==> src/rtl/arbr_pkg.sv <==
package arbr_pkg;

   // window length in bars and price width
   localparam int WINDOW     = 26;
   localparam int PRICE_BITS = 32;

   // result format: ratio times 100, 8 fraction bits, 32-bit saturating
   localparam int OUT_BITS   = 32;
   localparam int FRAC_BITS  = 8;
   localparam int SCALE      = 100;
   localparam int SCALE_BITS = $clog2(SCALE + 1);

   localparam int PTR_BITS   = $clog2(WINDOW);
   localparam int FILL_BITS  = $clog2(WINDOW + 1);
   localparam int SUM_BITS   = PRICE_BITS + $clog2(WINDOW);
   localparam int PROD_BITS  = SUM_BITS + SCALE_BITS;
   localparam int DIV_STEPS  = PROD_BITS + FRAC_BITS;
   localparam int REM_BITS   = SUM_BITS + 1;
   localparam int STEP_BITS  = $clog2(DIV_STEPS);

   localparam int NUM_SUMS   = 4;
   localparam int SUM_HO     = 0;
   localparam int SUM_OL     = 1;
   localparam int SUM_UP     = 2;
   localparam int SUM_DN     = 3;

   typedef logic [PRICE_BITS-1:0] price_type;
   typedef logic [SUM_BITS-1:0]   sum_type;

   typedef struct packed {
      price_type ho;
      price_type ol;
      price_type up;
      price_type dn;
   } terms_type;

   typedef struct packed {
      logic capture;
      logic terms;
      logic accum;
      logic div_load;
      logic div_step;
      logic out_load;
   } cmd_type;

   typedef struct packed {
      logic out_free;
   } status_type;

endpackage

==> src/rtl/arbr_ctrl.sv <==
module arbr_ctrl (
   input  logic                 clock,
   input  logic                 reset,
   input  logic                 req_valid,
   output logic                 req_ready,
   input  arbr_pkg::status_type status,
   output arbr_pkg::cmd_type    cmd
);

   localparam logic [2:0] ST_IDLE  = 3'd0;
   localparam logic [2:0] ST_TERMS = 3'd1;
   localparam logic [2:0] ST_ACCUM = 3'd2;
   localparam logic [2:0] ST_LOAD  = 3'd3;
   localparam logic [2:0] ST_DIV   = 3'd4;
   localparam logic [2:0] ST_DONE  = 3'd5;

   logic [2:0]                     state_ff, state_in;
   logic [arbr_pkg::STEP_BITS-1:0] step_ff, step_in;

   always_comb begin
      state_in  = state_ff;
      step_in   = step_ff;
      cmd       = '0;
      req_ready = 1'b0;
      case (state_ff)
         ST_IDLE: begin
            req_ready = 1'b1;
            if (req_valid) begin
               cmd.capture = 1'b1;
               state_in    = ST_TERMS;
            end
         end
         ST_TERMS: begin
            cmd.terms = 1'b1;
            state_in  = ST_ACCUM;
         end
         ST_ACCUM: begin
            cmd.accum = 1'b1;
            state_in  = ST_LOAD;
         end
         ST_LOAD: begin
            cmd.div_load = 1'b1;
            step_in      = '0;
            state_in     = ST_DIV;
         end
         ST_DIV: begin
            cmd.div_step = 1'b1;
            if (step_ff == arbr_pkg::STEP_BITS'(arbr_pkg::DIV_STEPS - 1)) begin
               state_in = ST_DONE;
            end else begin
               step_in = step_ff + 1'b1;
            end
         end
         ST_DONE: begin
            if (status.out_free) begin
               cmd.out_load = 1'b1;
               state_in     = ST_IDLE;
            end
         end
         default: begin
            state_in = ST_IDLE;
         end
      endcase
   end

   always_ff @(posedge clock) begin
      if (reset) begin
         state_ff <= ST_IDLE;
         step_ff  <= '0;
      end else begin
         state_ff <= state_in;
         step_ff  <= step_in;
      end
   end

endmodule

==> config.mk <==
export PLATFORM = sky130hd
export DESIGN_NAME = arbr_ctrl
export DESIGN_NICKNAME = d
export VERILOG_FILES = /design/src/rtl/arbr_pkg.sv /design/src/rtl/arbr_ctrl.sv
export SDC_FILE = /design/constraint.sdc
export NUM_CORES = 1
export LEC_CHECK = 0
export BUFFER_PORTS_ARGS = -buffer_cell sky130_fd_sc_hd__clkbuf_2
export CAP_MARGIN = 20
export CORE_AREA = 4 4 41 43
export CTS_BUF_LIST = sky130_fd_sc_hd__clkbuf_8 sky130_fd_sc_hd__clkbuf_16
export CTS_CLUSTER_SIZE = 40
export DETAILED_ROUTE_END_ITERATION = 12
export DIE_AREA = 0 0 45 47
export PLACE_DENSITY_LB_ADDON = 0.12
export SYNTH_ARGS = -nofsm -noshare
export SYNTH_HDL_FRONTEND = slang
export SYNTH_SLANG_ARGS = --single-unit
==> constraint.sdc <==
create_clock -name clock -period 3.37 [get_ports clock]
set_clock_uncertainty 0.1 [all_clocks]
set_input_delay 0.1685 -clock clock [delete_from_list [all_inputs] [get_ports clock]]
set_output_delay 0.1685 -clock clock [all_outputs]
set_load 0.05 [all_outputs]
==> results.json, run 1 <==
{
  "total_routing_usage_reported_by_global_routing_pct": 13.6,
  "dr_wl_met3_um": 101,
  "ff_latch_area_um2": 180,
  "synth_area_um2": 564,
  "h-tree-depth": 1,
  "synthDominantAreaCellType": "sky130_fd_sc_hd__dfxtp_1",
  "number_of_antenna_violations_at_the_first_check_in_global_routing": 0,
  "slew_headroom_pct": 72.6,
  "flow.area_growth_from_synthesis_pct": 14.6,
  "core_um2": 1300,
  "detail_route.iter0.violations": 2,
  "cts_inserted_buffers": 3,
  "arrival_ns": 1.72,
  "worst_setup_hold_path_clk_slew_ns": 0.05,
  "final.period_utilization_pct": 58.9,
  "synth_cell_type_count": 30,
  "clock_tree_from_tritoncts": "built",
  "cts.repair_timing.setup_buffer_count": 0,
  "hold_path_class": "input port to register",
  "timing.critical_path.from_type": "register",
  "synth-edff-count": 0,
  "period_needed_ns": 1.99,
  "fillerInstances": 138,
  "netlist_instances": 69,
  "multi_input_comb_area_um2": 330,
  "last_weighted_congestion_value_of_the_routability_driven_placer": 0.690,
  "yosys_warnings": 0,
  "max_cap_viol_count": 0,
  "timing.critical_path.fanout_max": 10,
  "most_area_consuming_cells_after_synthesis": "sky130_fd_sc_hd__dfxtp_1 32%, sky130_fd_sc_hd__a21oi_1 4.4%, sky130_fd_sc_hd__a211oi_1 4.0%, sky130_fd_sc_hd__a41o_2 4.0%, sky130_fd_sc_hd__inv_1 4.0%",
  "final.setup.tns_ns": 0,
  "cell_at_the_root_of_the_clock_tree": "sky130_fd_sc_hd__clkbuf_8",
  "synth_fp_nets": 74,
  "synth_area_per_cell_um2": 8.18,
  "synth.ff_latch_count": 9,
  "grt_max_degree": 14,
  "status": "complete, no violations",
  "clk_latency_worst_skew_pair_ns": 0.24,
  "upper_clock_frequency_limit_mhz": 503,
  "finalHoldViolCount": 0,
  "ys_top_cells_by_count": "9 x sky130_fd_sc_hd__dfxtp_1, 6 x sky130_fd_sc_hd__inv_1, 5 x sky130_fd_sc_hd__a21oi_1, 5 x sky130_fd_sc_hd__nor2_1, 4 x sky130_fd_sc_hd__clkbuf_1",
  "place.detailed.instances": 88,
  "synth_seq_area_share_pct": 31.9,
  "num_rows": 13,
  "die_height_um": 47,
  "grt_setup_unrepaired": "no",
  "slew_viol_final": 0,
  "powerDensity_nw_per_um2": 486,
  "clock_sinks": 9,
  "met2WireLength_um": 515,
  "cellLeakagePower_nw": 0.248,
  "grt_remaining_overflow": 0,
  "critical_path.reg2reg.startpoint": "state_ff[2]$_SDFFE_PP0P_",
  "design.portCount": 11,
  "worstSetupStartpoint": "state_ff[2]$_SDFFE_PP0P_",
  "routedWlPerCell_um": 13.0,
  "rrSetupSlack_ns": 1.57,
  "criticalPathCategory": "register to primary output",
  "drt-total-wl_um": 1200,
  "timing.final.setup_violations": 0,
  "critical_path_data_required_time_ns": 3.10,
  "m1WireLength_um": 558,
  "cts_resized": 0,
  "power.ir.vdd_worst_v": 0.000218,
  "synthMostInstantiatedCell": "sky130_fd_sc_hd__dfxtp_1",
  "share_of_post_route_cells_with_drive_strength_above_1_pct": 20.8,
  "fin_nets": 83,
  "first_global_vias": 440,
  "drt_drc_violations_left": 0,
  "initial_core_util_pct": 43.4,
  "reg2reg_to": "step_ff[3]$_SDFFE_PP0P_",
  "fin_total_pwr_uw": 314,
  "timing_worst_slew_pin_value_ns": 0.411,
  "routed_via_density": 5.86,
  "diodes": 0,
  "fp.dieW_um": 45,
  "synth_ff_type": "sky130_fd_sc_hd__dfxtp_1",
  "netlist.area_leader.share_pct": 31.9,
  "timing.reg2reg.worst_path_depth": 4,
  "synth-async-reset-ratio_pct": 0,
  "floorplan.die_area_um2": 2120,
  "final-instance-count-excl-fill": 92,
  "grt_first_pass_wirelength_um": 2000,
  "route.top_layer_used": "met4",
  "cts-root-to-sink-buffers": 2,
  "io_buffers": 10,
  "cp-endpoint": "cmd[1]",
  "sort_of_element_at_the_end_of_the_critical_path": "primary output",
  "drt.antenna.violating_nets": 0,
  "cts-hold-fix-buffers": 0,
  "dr_total_vias": 539,
  "detailedRoute.firstPassIterationCount": 4
}
-- area by class of cell --
type	instances	share of cell area, %
Clock buffer	3	6.38
Tap cell	15	2.90
Inverter	6	3.48
Sequential cell	9	27.9
Clock inverter	1	0.580
Multi-Input combinational cell	48	51.1
Timing Repair Buffer	10	7.74
-- layer usage --
metal  global-route usage [%]  up-vias
met2                     18.9       19
met3                     5.75        4
met4                     8.77        0
met5                        0        -
li1                         -      276
met1                     17.1      240
-- logic make-up after synthesis --
family | Yosys count | share of synthesized area, %
AO/OA/AOI/OAI | 20 | 27.7
buffers and inverters | 12 | 9.53
AND/OR/NAND/NOR | 26 | 27.0
flip-flops | 9 | 31.9
XOR/XNOR | 1 | 1.55
adder cells (fa/ha/maj) | 1 | 2.22
-- flip-flops by register name, summed over array words and instances, names as in the netlist --
register / cells
step_ff: 6
state_ff: 3
-- critical path: stages, from the launching register on --
cell                       delay [ns]
sky130_fd_sc_hd__dfxtp_1         0.48
sky130_fd_sc_hd__or3b_1          0.49
sky130_fd_sc_hd__inv_1           0.21
sky130_fd_sc_hd__clkbuf_2        0.31
-- stage by stage --
step / utilization, % / worst slack [ns] / hold slack, ns / area (µm²)
floorplan: - / 0.925 / 0.274 / 564
global placement: 46.3 / 1.60 / 0.403 / 602
detailed placement: 46.3 / 1.60 / 0.404 / 602
CTS: 49.7 / 1.38 / 0.150 / 647
global route: 49.7 / 1.26 / 0.182 / 647
finish: 49.7 / 1.38 / 0.161 / 647
-- worst min path at each step --
stage,depth (start not counted),endpoint,from,slack [ns]
2_1_floorplan,2,state_ff[0]$_SDFFE_PP0P_,status,0.27
3_3_place_gp,2,state_ff[0]$_SDFFE_PP0P_,reset,0.40
3_5_place_dp,2,state_ff[0]$_SDFFE_PP0P_,reset,0.40
4_1_cts,2,state_ff[0]$_SDFFE_PP0P_,reset,0.15
5_1_grt,3,state_ff[0]$_SDFFE_PP0P_,status,0.18
6_report,2,state_ff[0]$_SDFFE_PP0P_,reset,0.16
-- report_power, final --
group          internal (mW)  leakage [nW]  switching [mW]
sequential             0.111        0.0729          0.0107
combinational         0.0199         0.149          0.0465
clock                 0.0797        0.0269          0.0467
total                  0.210         0.248           0.104
-- cells in the final DEF (no fill, tap or decap), types with 2 or more instances in the layout --
master                      n
sky130_fd_sc_hd__a211oi_1   3
sky130_fd_sc_hd__a21oi_1    5
sky130_fd_sc_hd__a41o_2     2
sky130_fd_sc_hd__a41oi_1    2
sky130_fd_sc_hd__clkbuf_2  10
sky130_fd_sc_hd__clkbuf_8   3
sky130_fd_sc_hd__dfxtp_1    9
sky130_fd_sc_hd__inv_1      7
sky130_fd_sc_hd__nand2_1    3
sky130_fd_sc_hd__nand3_1    3
sky130_fd_sc_hd__nand3b_1   2
sky130_fd_sc_hd__nor2_1     5
sky130_fd_sc_hd__nor2b_1    2
sky130_fd_sc_hd__nor3_1     3
sky130_fd_sc_hd__nor3b_1    2
sky130_fd_sc_hd__o32a_1     2
sky130_fd_sc_hd__o32ai_1    2
No activity file was read; power rests on OpenSTA's default activity.
==> run 2: changes to the inputs <==
--- a/config.mk
+++ b/config.mk
@@ -5,6 +5,7 @@
 export SDC_FILE = /design/constraint.sdc
 export NUM_CORES = 1
 export LEC_CHECK = 0
+export ABC_AREA = 1
 export BUFFER_PORTS_ARGS = -buffer_cell sky130_fd_sc_hd__clkbuf_2
 export CAP_MARGIN = 20
 export CORE_AREA = 4 4 41 43
==> constraint.sdc (replaced) <==
create_clock -name clock -period 2 [get_ports clock]
set_clock_uncertainty 0.1 [all_clocks]
set_input_delay 0.1 -clock clock [delete_from_list [all_inputs] [get_ports clock]]
set_output_delay 0.1 -clock clock [all_outputs]
set_load 0.05 [all_outputs]
==> results.json, run 2 <==
{
  "fp.dieW_um": 45,
  "clk_latency_worst_skew_pair_ns": 0.23,
  "most_area_consuming_cells_after_synthesis": "sky130_fd_sc_hd__dfxtp_1 34%, sky130_fd_sc_hd__nand2_1 11%, sky130_fd_sc_hd__nor2_1 11%, sky130_fd_sc_hd__nand3_1 10%, sky130_fd_sc_hd__inv_1 7.8%",
  "timing.reg2reg.worst_path_depth": 6,
  "arrival_ns": 1.35,
  "upper_clock_frequency_limit_mhz": 646,
  "grt_first_pass_wirelength_um": 1950,
  "dr_total_vias": 540,
  "grt_remaining_overflow": 0,
  "detailedRoute.firstPassIterationCount": 4,
  "synth_cell_type_count": 18,
  "netlist.area_leader.share_pct": 33.9,
  "drt_drc_violations_left": 0,
  "clock_tree_from_tritoncts": "built",
  "commonest_cells_after_routing_fill_and_taps_aside": "15 x sky130_fd_sc_hd__nand2_1, 15 x sky130_fd_sc_hd__nor2_1, 12 x sky130_fd_sc_hd__inv_1, 11 x sky130_fd_sc_hd__nand3_1, 10 x sky130_fd_sc_hd__clkbuf_2",
  "utilization_pct": 50.4,
  "powerDensity_nw_per_um2": 1480,
  "sort_of_element_at_the_end_of_the_critical_path": "primary output",
  "p_int_uw": 480,
  "final_critical_path_setup_slack_ns": 0.452,
  "design.portCount": 11,
  "period_needed_ns": 1.55,
  "cell_at_the_root_of_the_clock_tree": "sky130_fd_sc_hd__clkbuf_8",
  "critical_path.reg2reg.startpoint": "step_ff[0]$_SDFFE_PP0P_",
  "diodes": 0,
  "cts_resized": 0,
  "timing.critical_path.fanout_max": 6,
  "timing.critical_path.slowest_cell_delay_ns": 0.42,
  "place_ws_ns": 0.644,
  "synth_seq_area_share_pct": 33.9,
  "timing.critical_path.from_type": "register",
  "routed_via_density": 4.82,
  "largestRegisters": "step_ff x6, state_ff x3",
  "criticalPathCategory": "register to primary output",
  "power.share.sequential_pct": 28.4,
  "ys_top_cells_by_count": "15 x sky130_fd_sc_hd__nand2_1, 15 x sky130_fd_sc_hd__nor2_1, 11 x sky130_fd_sc_hd__inv_1, 11 x sky130_fd_sc_hd__nand3_1, 9 x sky130_fd_sc_hd__dfxtp_1",
  "power.ir.vdd_worst_v": 0.00105,
  "rrSetupSlack_ns": 0.63,
  "core_um2": 1300,
  "synth_area_per_cell_um2": 6.48,
  "finalHoldViolCount": 0,
  "path_buf_inv": 2,
  "total_routing_usage_reported_by_global_routing_pct": 12.9,
  "routedWlPerCell_um": 10.6,
  "fin_nets": 103,
  "timing.final.setup_violations": 0,
  "cts-hold-fix-buffers": 1,
  "power.share.combinational_pct": 50.7,
  "largest_register_ff_count": 6,
  "number_of_antenna_violations_at_the_first_check_in_global_routing": 0,
  "grt_max_degree": 9,
  "h-tree-depth": 1,
  "synthDominantAreaCellType": "sky130_fd_sc_hd__dfxtp_1",
  "detail_route.iter0.violations": 13,
  "min-delay-start": "status",
  "slew_headroom_pct": 77.8,
  "slew_viol_final": 0,
  "cellLeakagePower_nw": 0.313,
  "fin_total_pwr_uw": 969,
  "last_weighted_congestion_value_of_the_routability_driven_placer": 0.761,
  "place_hpwl_um": 917,
  "synth-async-reset-ratio_pct": 0,
  "netlist_instances": 82,
  "first_global_vias": 452,
  "max_cap_viol_count": 0,
  "total_switching_power_uw": 490,
  "synth_area_um2": 532,
  "io_buffers": 10,
  "cpMaxStageDelayCell": "sky130_fd_sc_hd__dfxtp_1",
  "num_rows": 13,
  "die_height_um": 47,
  "synth.ff_latch_count": 9,
  "drt-total-wl_um": 1180,
  "final.setup.tns_ns": 0,
  "reg2reg_to": "step_ff[5]$_SDFFE_PP0P_",
  "synth_ff_type": "sky130_fd_sc_hd__dfxtp_1",
  "hold_path_class": "input port to register",
  "critPathTopFamily": "flip-flops",
  "status": "complete, no violations",
  "grt_setup_unrepaired": "no",
  "drt.antenna.violating_nets": 0,
  "worst_setup_hold_path_clk_slew_ns": 0.04,
  "hold-path-cell-count": 4,
  "p_clk_share_pct": 21.0,
  "floorplan.die_area_um2": 2120,
  "initial_core_util_pct": 40.9,
  "power_switching_share_pct": 50.5,
  "flow.area_growth_from_synthesis_pct": 23.3,
  "clock_sinks": 9,
  "critical_path_data_required_time_ns": 1.80,
  "cts-root-to-sink-buffers": 2,
  "cells_traversed_along_the_worst_timing_path": "nand3_1 -> inv_1 -> clkbuf_2",
  "synth_fp_nets": 87,
  "share_of_post_route_cells_with_drive_strength_above_1_pct": 21.6,
  "cts.repair_timing.setup_buffer_count": 0,
  "register_with_the_most_flip_flops": "step_ff",
  "yosys_warnings": 0,
  "min_to": "state_ff[0]$_SDFFE_PP0P_",
  "cts_inserted_buffers": 3,
  "final.period_utilization_pct": 77.4,
  "synth-edff-count": 0,
  "timing_worst_slew_pin_value_ns": 0.333
}
[run 2: how the worst max path moves through the flow]
stage	slack [ns]	end	cells past startpoint	startpoint
after global routing	0.34	cmd[2]	3	state_ff[0]$_SDFFE_PP0P_
after floorplan	0.13	state_ff[1]$_SDFFE_PP0P_	3	state_ff[1]$_SDFFE_PP0P_
after CTS	0.45	cmd[2]	3	state_ff[0]$_SDFFE_PP0P_
final	0.45	cmd[2]	3	state_ff[0]$_SDFFE_PP0P_
after global placement	0.68	step_ff[5]$_SDFFE_PP0P_	6	step_ff[0]$_SDFFE_PP0P_
after detailed placement	0.64	step_ff[5]$_SDFFE_PP0P_	6	step_ff[0]$_SDFFE_PP0P_
[run 2: power groups by stage]
stage,Sequential (mW),Combinational [mW],Clock [mW]
2_1_floorplan,0.265,0.402,0
3_3_place_gp,0.277,0.490,0
3_5_place_dp,0.277,0.491,0
4_1_cts,0.274,0.495,0.209
5_1_grt,0.283,0.534,0.219
6_report,0.275,0.491,0.203
[run 2: cell families (layout without fill, tap and decap cells)]
family	after synthesis	in the layout	share of synthesized area [%]
simple gates	50	50	43.5
buf+inv	12	27	8.94
compound gates	10	10	11.3
flops	9	9	33.9
fa+ha+maj	1	1	2.35
[run 2: metrics by stage]
stage	area (µm²)	instances	hold slack (ns)
after CTS	656	112	0.0653
after global placement	601	107	0.240
after floorplan	532	82	0.0624
after detailed placement	601	107	0.242
final	656	112	0.0709
after global routing	656	112	0.104
[run 2: tightest hold or removal path, delay by kind of cell]
kind	cells	cell delay (ns)
buffers and inverters	2	0.14
AND/OR/NAND/NOR	1	0.05
AO/OA/AOI/OAI	1	0.05
[run 2: layout make-up]
type | count | area, µm²
sequential | 9 | 180
clock inverter | 1 | 3.75
inverter | 12 | 47.5
timing repair buffer | 11 | 60.1
clock buffer | 3 | 41.3
tap | 15 | 18.8
fill | 141 | 646
multi-input combinational | 61 | 304
[run 2: routing by layer]
layer | GRT usage, % | vias to the layer above | part of all wire, % | wire, µm
met3 | 3.83 | 2 | 5.9 | 70
li1 | - | 295 | - | -
met2 | 18.4 | 11 | 42 | 494
met1 | 17.4 | 232 | 51 | 606
met5 | 0 | - | 0 | 0
met4 | 7.02 | 0 | 1.0 | 12
==> run 3: changes to the inputs <==
==> constraint.sdc (replaced) <==
create_clock -name clock -period 1.5 [get_ports clock]
set_clock_uncertainty 0.1 [all_clocks]
set_input_delay 0.075 -clock clock [delete_from_list [all_inputs] [get_ports clock]]
set_output_delay 0.075 -clock clock [all_outputs]
set_load 0.05 [all_outputs]
==> results.json, run 3 (synthesized netlist as in run 2, its figures left out) <==
{
  "period_needed_ns": 1.42,
  "reg2reg_to": "step_ff[5]$_SDFFE_PP0P_",
  "worst_setup_hold_path_clk_slew_ns": 0.04,
  "cts-root-to-sink-buffers": 2,
  "number_of_antenna_violations_at_the_first_check_in_global_routing": 0,
  "clock_sinks": 9,
  "floorplan.die_area_um2": 2120,
  "status": "complete, no violations",
  "place_hpwl_um": 882,
  "drt.antenna.violating_nets": 0,
  "dr_total_vias": 537,
  "critical_path_data_required_time_ns": 1.32,
  "last_weighted_congestion_value_of_the_routability_driven_placer": 0.763,
  "detail_route.iter0.violations": 13,
  "cell_at_the_root_of_the_clock_tree": "sky130_fd_sc_hd__clkbuf_8",
  "largestRegisters": "step_ff x6, state_ff x3",
  "detailedRoute.firstPassIterationCount": 5,
  "fin_nets": 103,
  "ff_latch_area_um2": 180,
  "grt_remaining_overflow": 0,
  "fillerInstances": 135,
  "timing.critical_path.fanout_max": 6,
  "final.setup.tns_ns": 0,
  "power.ir.vdd_worst_v": 0.00109,
  "grt_setup_unrepaired": "no",
  "share_of_post_route_cells_with_drive_strength_above_1_pct": 24.7,
  "timing.reg2reg.worst_path_depth": 6,
  "finalHoldViolCount": 0,
  "io_buffers": 10,
  "cellLeakagePower_nw": 0.317,
  "diodes": 0,
  "route.top_layer_used": "met4",
  "slew_headroom_pct": 82.0,
  "rrSetupSlack_ns": 0.17,
  "core_um2": 1300,
  "met2WireLength_um": 541,
  "initial_core_util_pct": 40.9,
  "hold_path_class": "input port to register",
  "first_global_vias": 487,
  "max_cap_viol_count": 0,
  "commonest_cells_after_routing_fill_and_taps_aside": "15 x sky130_fd_sc_hd__nand2_1, 14 x sky130_fd_sc_hd__nor2_1, 12 x sky130_fd_sc_hd__inv_1, 10 x sky130_fd_sc_hd__nand3_1",
  "critical_path.reg2reg.startpoint": "step_ff[0]$_SDFFE_PP0P_",
  "largest_register_ff_count": 6,
  "timing.critical_path.from_type": "register",
  "grt_first_pass_wirelength_um": 2030,
  "final.period_utilization_pct": 94.9,
  "multi_input_comb_area_um2": 317,
  "num_rows": 13,
  "hold_ws_ns": 0.0384,
  "m1WireLength_um": 536,
  "mostFrequentLayoutCell": "sky130_fd_sc_hd__nand2_1",
  "clock_tree_from_tritoncts": "built",
  "criticalPathCategory": "register to primary output",
  "total_routing_usage_reported_by_global_routing_pct": 13.2,
  "fp.dieW_um": 45,
  "drt-total-wl_um": 1130,
  "design.portCount": 11,
  "flow.area_growth_from_synthesis_pct": 25.6,
  "worstSetupStartpoint": "state_ff[0]$_SDFFE_PP0P_",
  "register_with_the_most_flip_flops": "step_ff",
  "upper_clock_frequency_limit_mhz": 702,
  "timing_worst_slew_pin_value_ns": 0.269,
  "clk_latency_worst_skew_pair_ns": 0.23,
  "grt_max_degree": 9,
  "cts_inserted_buffers": 3,
  "routed_via_density": 4.79,
  "die_height_um": 47,
  "sort_of_element_at_the_end_of_the_critical_path": "primary output",
  "powerDensity_nw_per_um2": 1950,
  "h-tree-depth": 1,
  "drt_drc_violations_left": 0,
  "timing.final.setup_violations": 0,
  "routedWlPerCell_um": 10.1,
  "cp-endpoint": "cmd[1]",
  "slew_viol_final": 0,
  "dr_wl_met3_um": 41,
  "arrival_ns": 1.25
}
run 3: layout make-up:
class,instances,area share (%)
multi-input cells,61,47.4
flip-flops and latches,9,27.0
well taps,15,2.81
clock inverters,1,0.562
clock buffers,3,6.18
inverters,12,7.12
repair buffers,11,8.99
run 3: power by group:
| group | leakage [nW] | switching [mW] | internal (mW) | total [mW] |
|---|---|---|---|---|
| logic | 0.217 | 0.492 | 0.171 | 0.664 |
| registers | 0.0733 | 0.0813 | 0.295 | 0.376 |
| clock network | 0.0269 | 0.0886 | 0.178 | 0.266 |
| total | 0.317 | 0.662 | 0.644 | 1.31 |
run 3: metrics by stage:
stage                     instances  instance area, µm²  power, mW  utilization [%]  worst slack [ns]
final                           112                 668       1.31             51.3            0.0759
after global routing            112                 668       1.41             51.3           0.00396
after CTS                       112                 668       1.32             51.3            0.0558
after detailed placement        107                 608       1.04             46.7             0.163
after global placement          107                 608       1.04             46.7             0.168
after floorplan                  82                 539      0.903                -            0.0904
run 3: how the worst min path moves through the flow:
stage                      start                  endpoint  cells past startpoint
after CTS                 status  state_ff[0]$_SDFFE_PP0P_                      4
after global placement     reset   step_ff[2]$_SDFFE_PP0P_                      2
after global routing      status  state_ff[0]$_SDFFE_PP0P_                      4
final                     status  state_ff[0]$_SDFFE_PP0P_                      4
after detailed placement   reset   step_ff[2]$_SDFFE_PP0P_                      2
after floorplan            reset   step_ff[2]$_SDFFE_PP0P_                      1
run 3: routing by layer:
metal,up-vias,GRT usage (%)
met5,-,0
met4,0,7.02
met3,2,2.30
met2,9,22.6
met1,231,15.8
li1,295,-
run 3: what timing repair did:
action / CTS / global route
setup buffers: 0 / 0
gates resized for setup: 1 / 1
endpoints found under the setup margin: 1 / 1
endpoints found under the hold margin: 4 / 0
hold buffers: 1 / 0
cloned: 0 / 0
run 3: critical path: stages, from the launching register on:
cell	delay (ns)
sky130_fd_sc_hd__dfxtp_1	0.37
sky130_fd_sc_hd__nor2_2	0.14
sky130_fd_sc_hd__nand2_2	0.11
sky130_fd_sc_hd__inv_4	0.11
sky130_fd_sc_hd__clkbuf_2	0.28
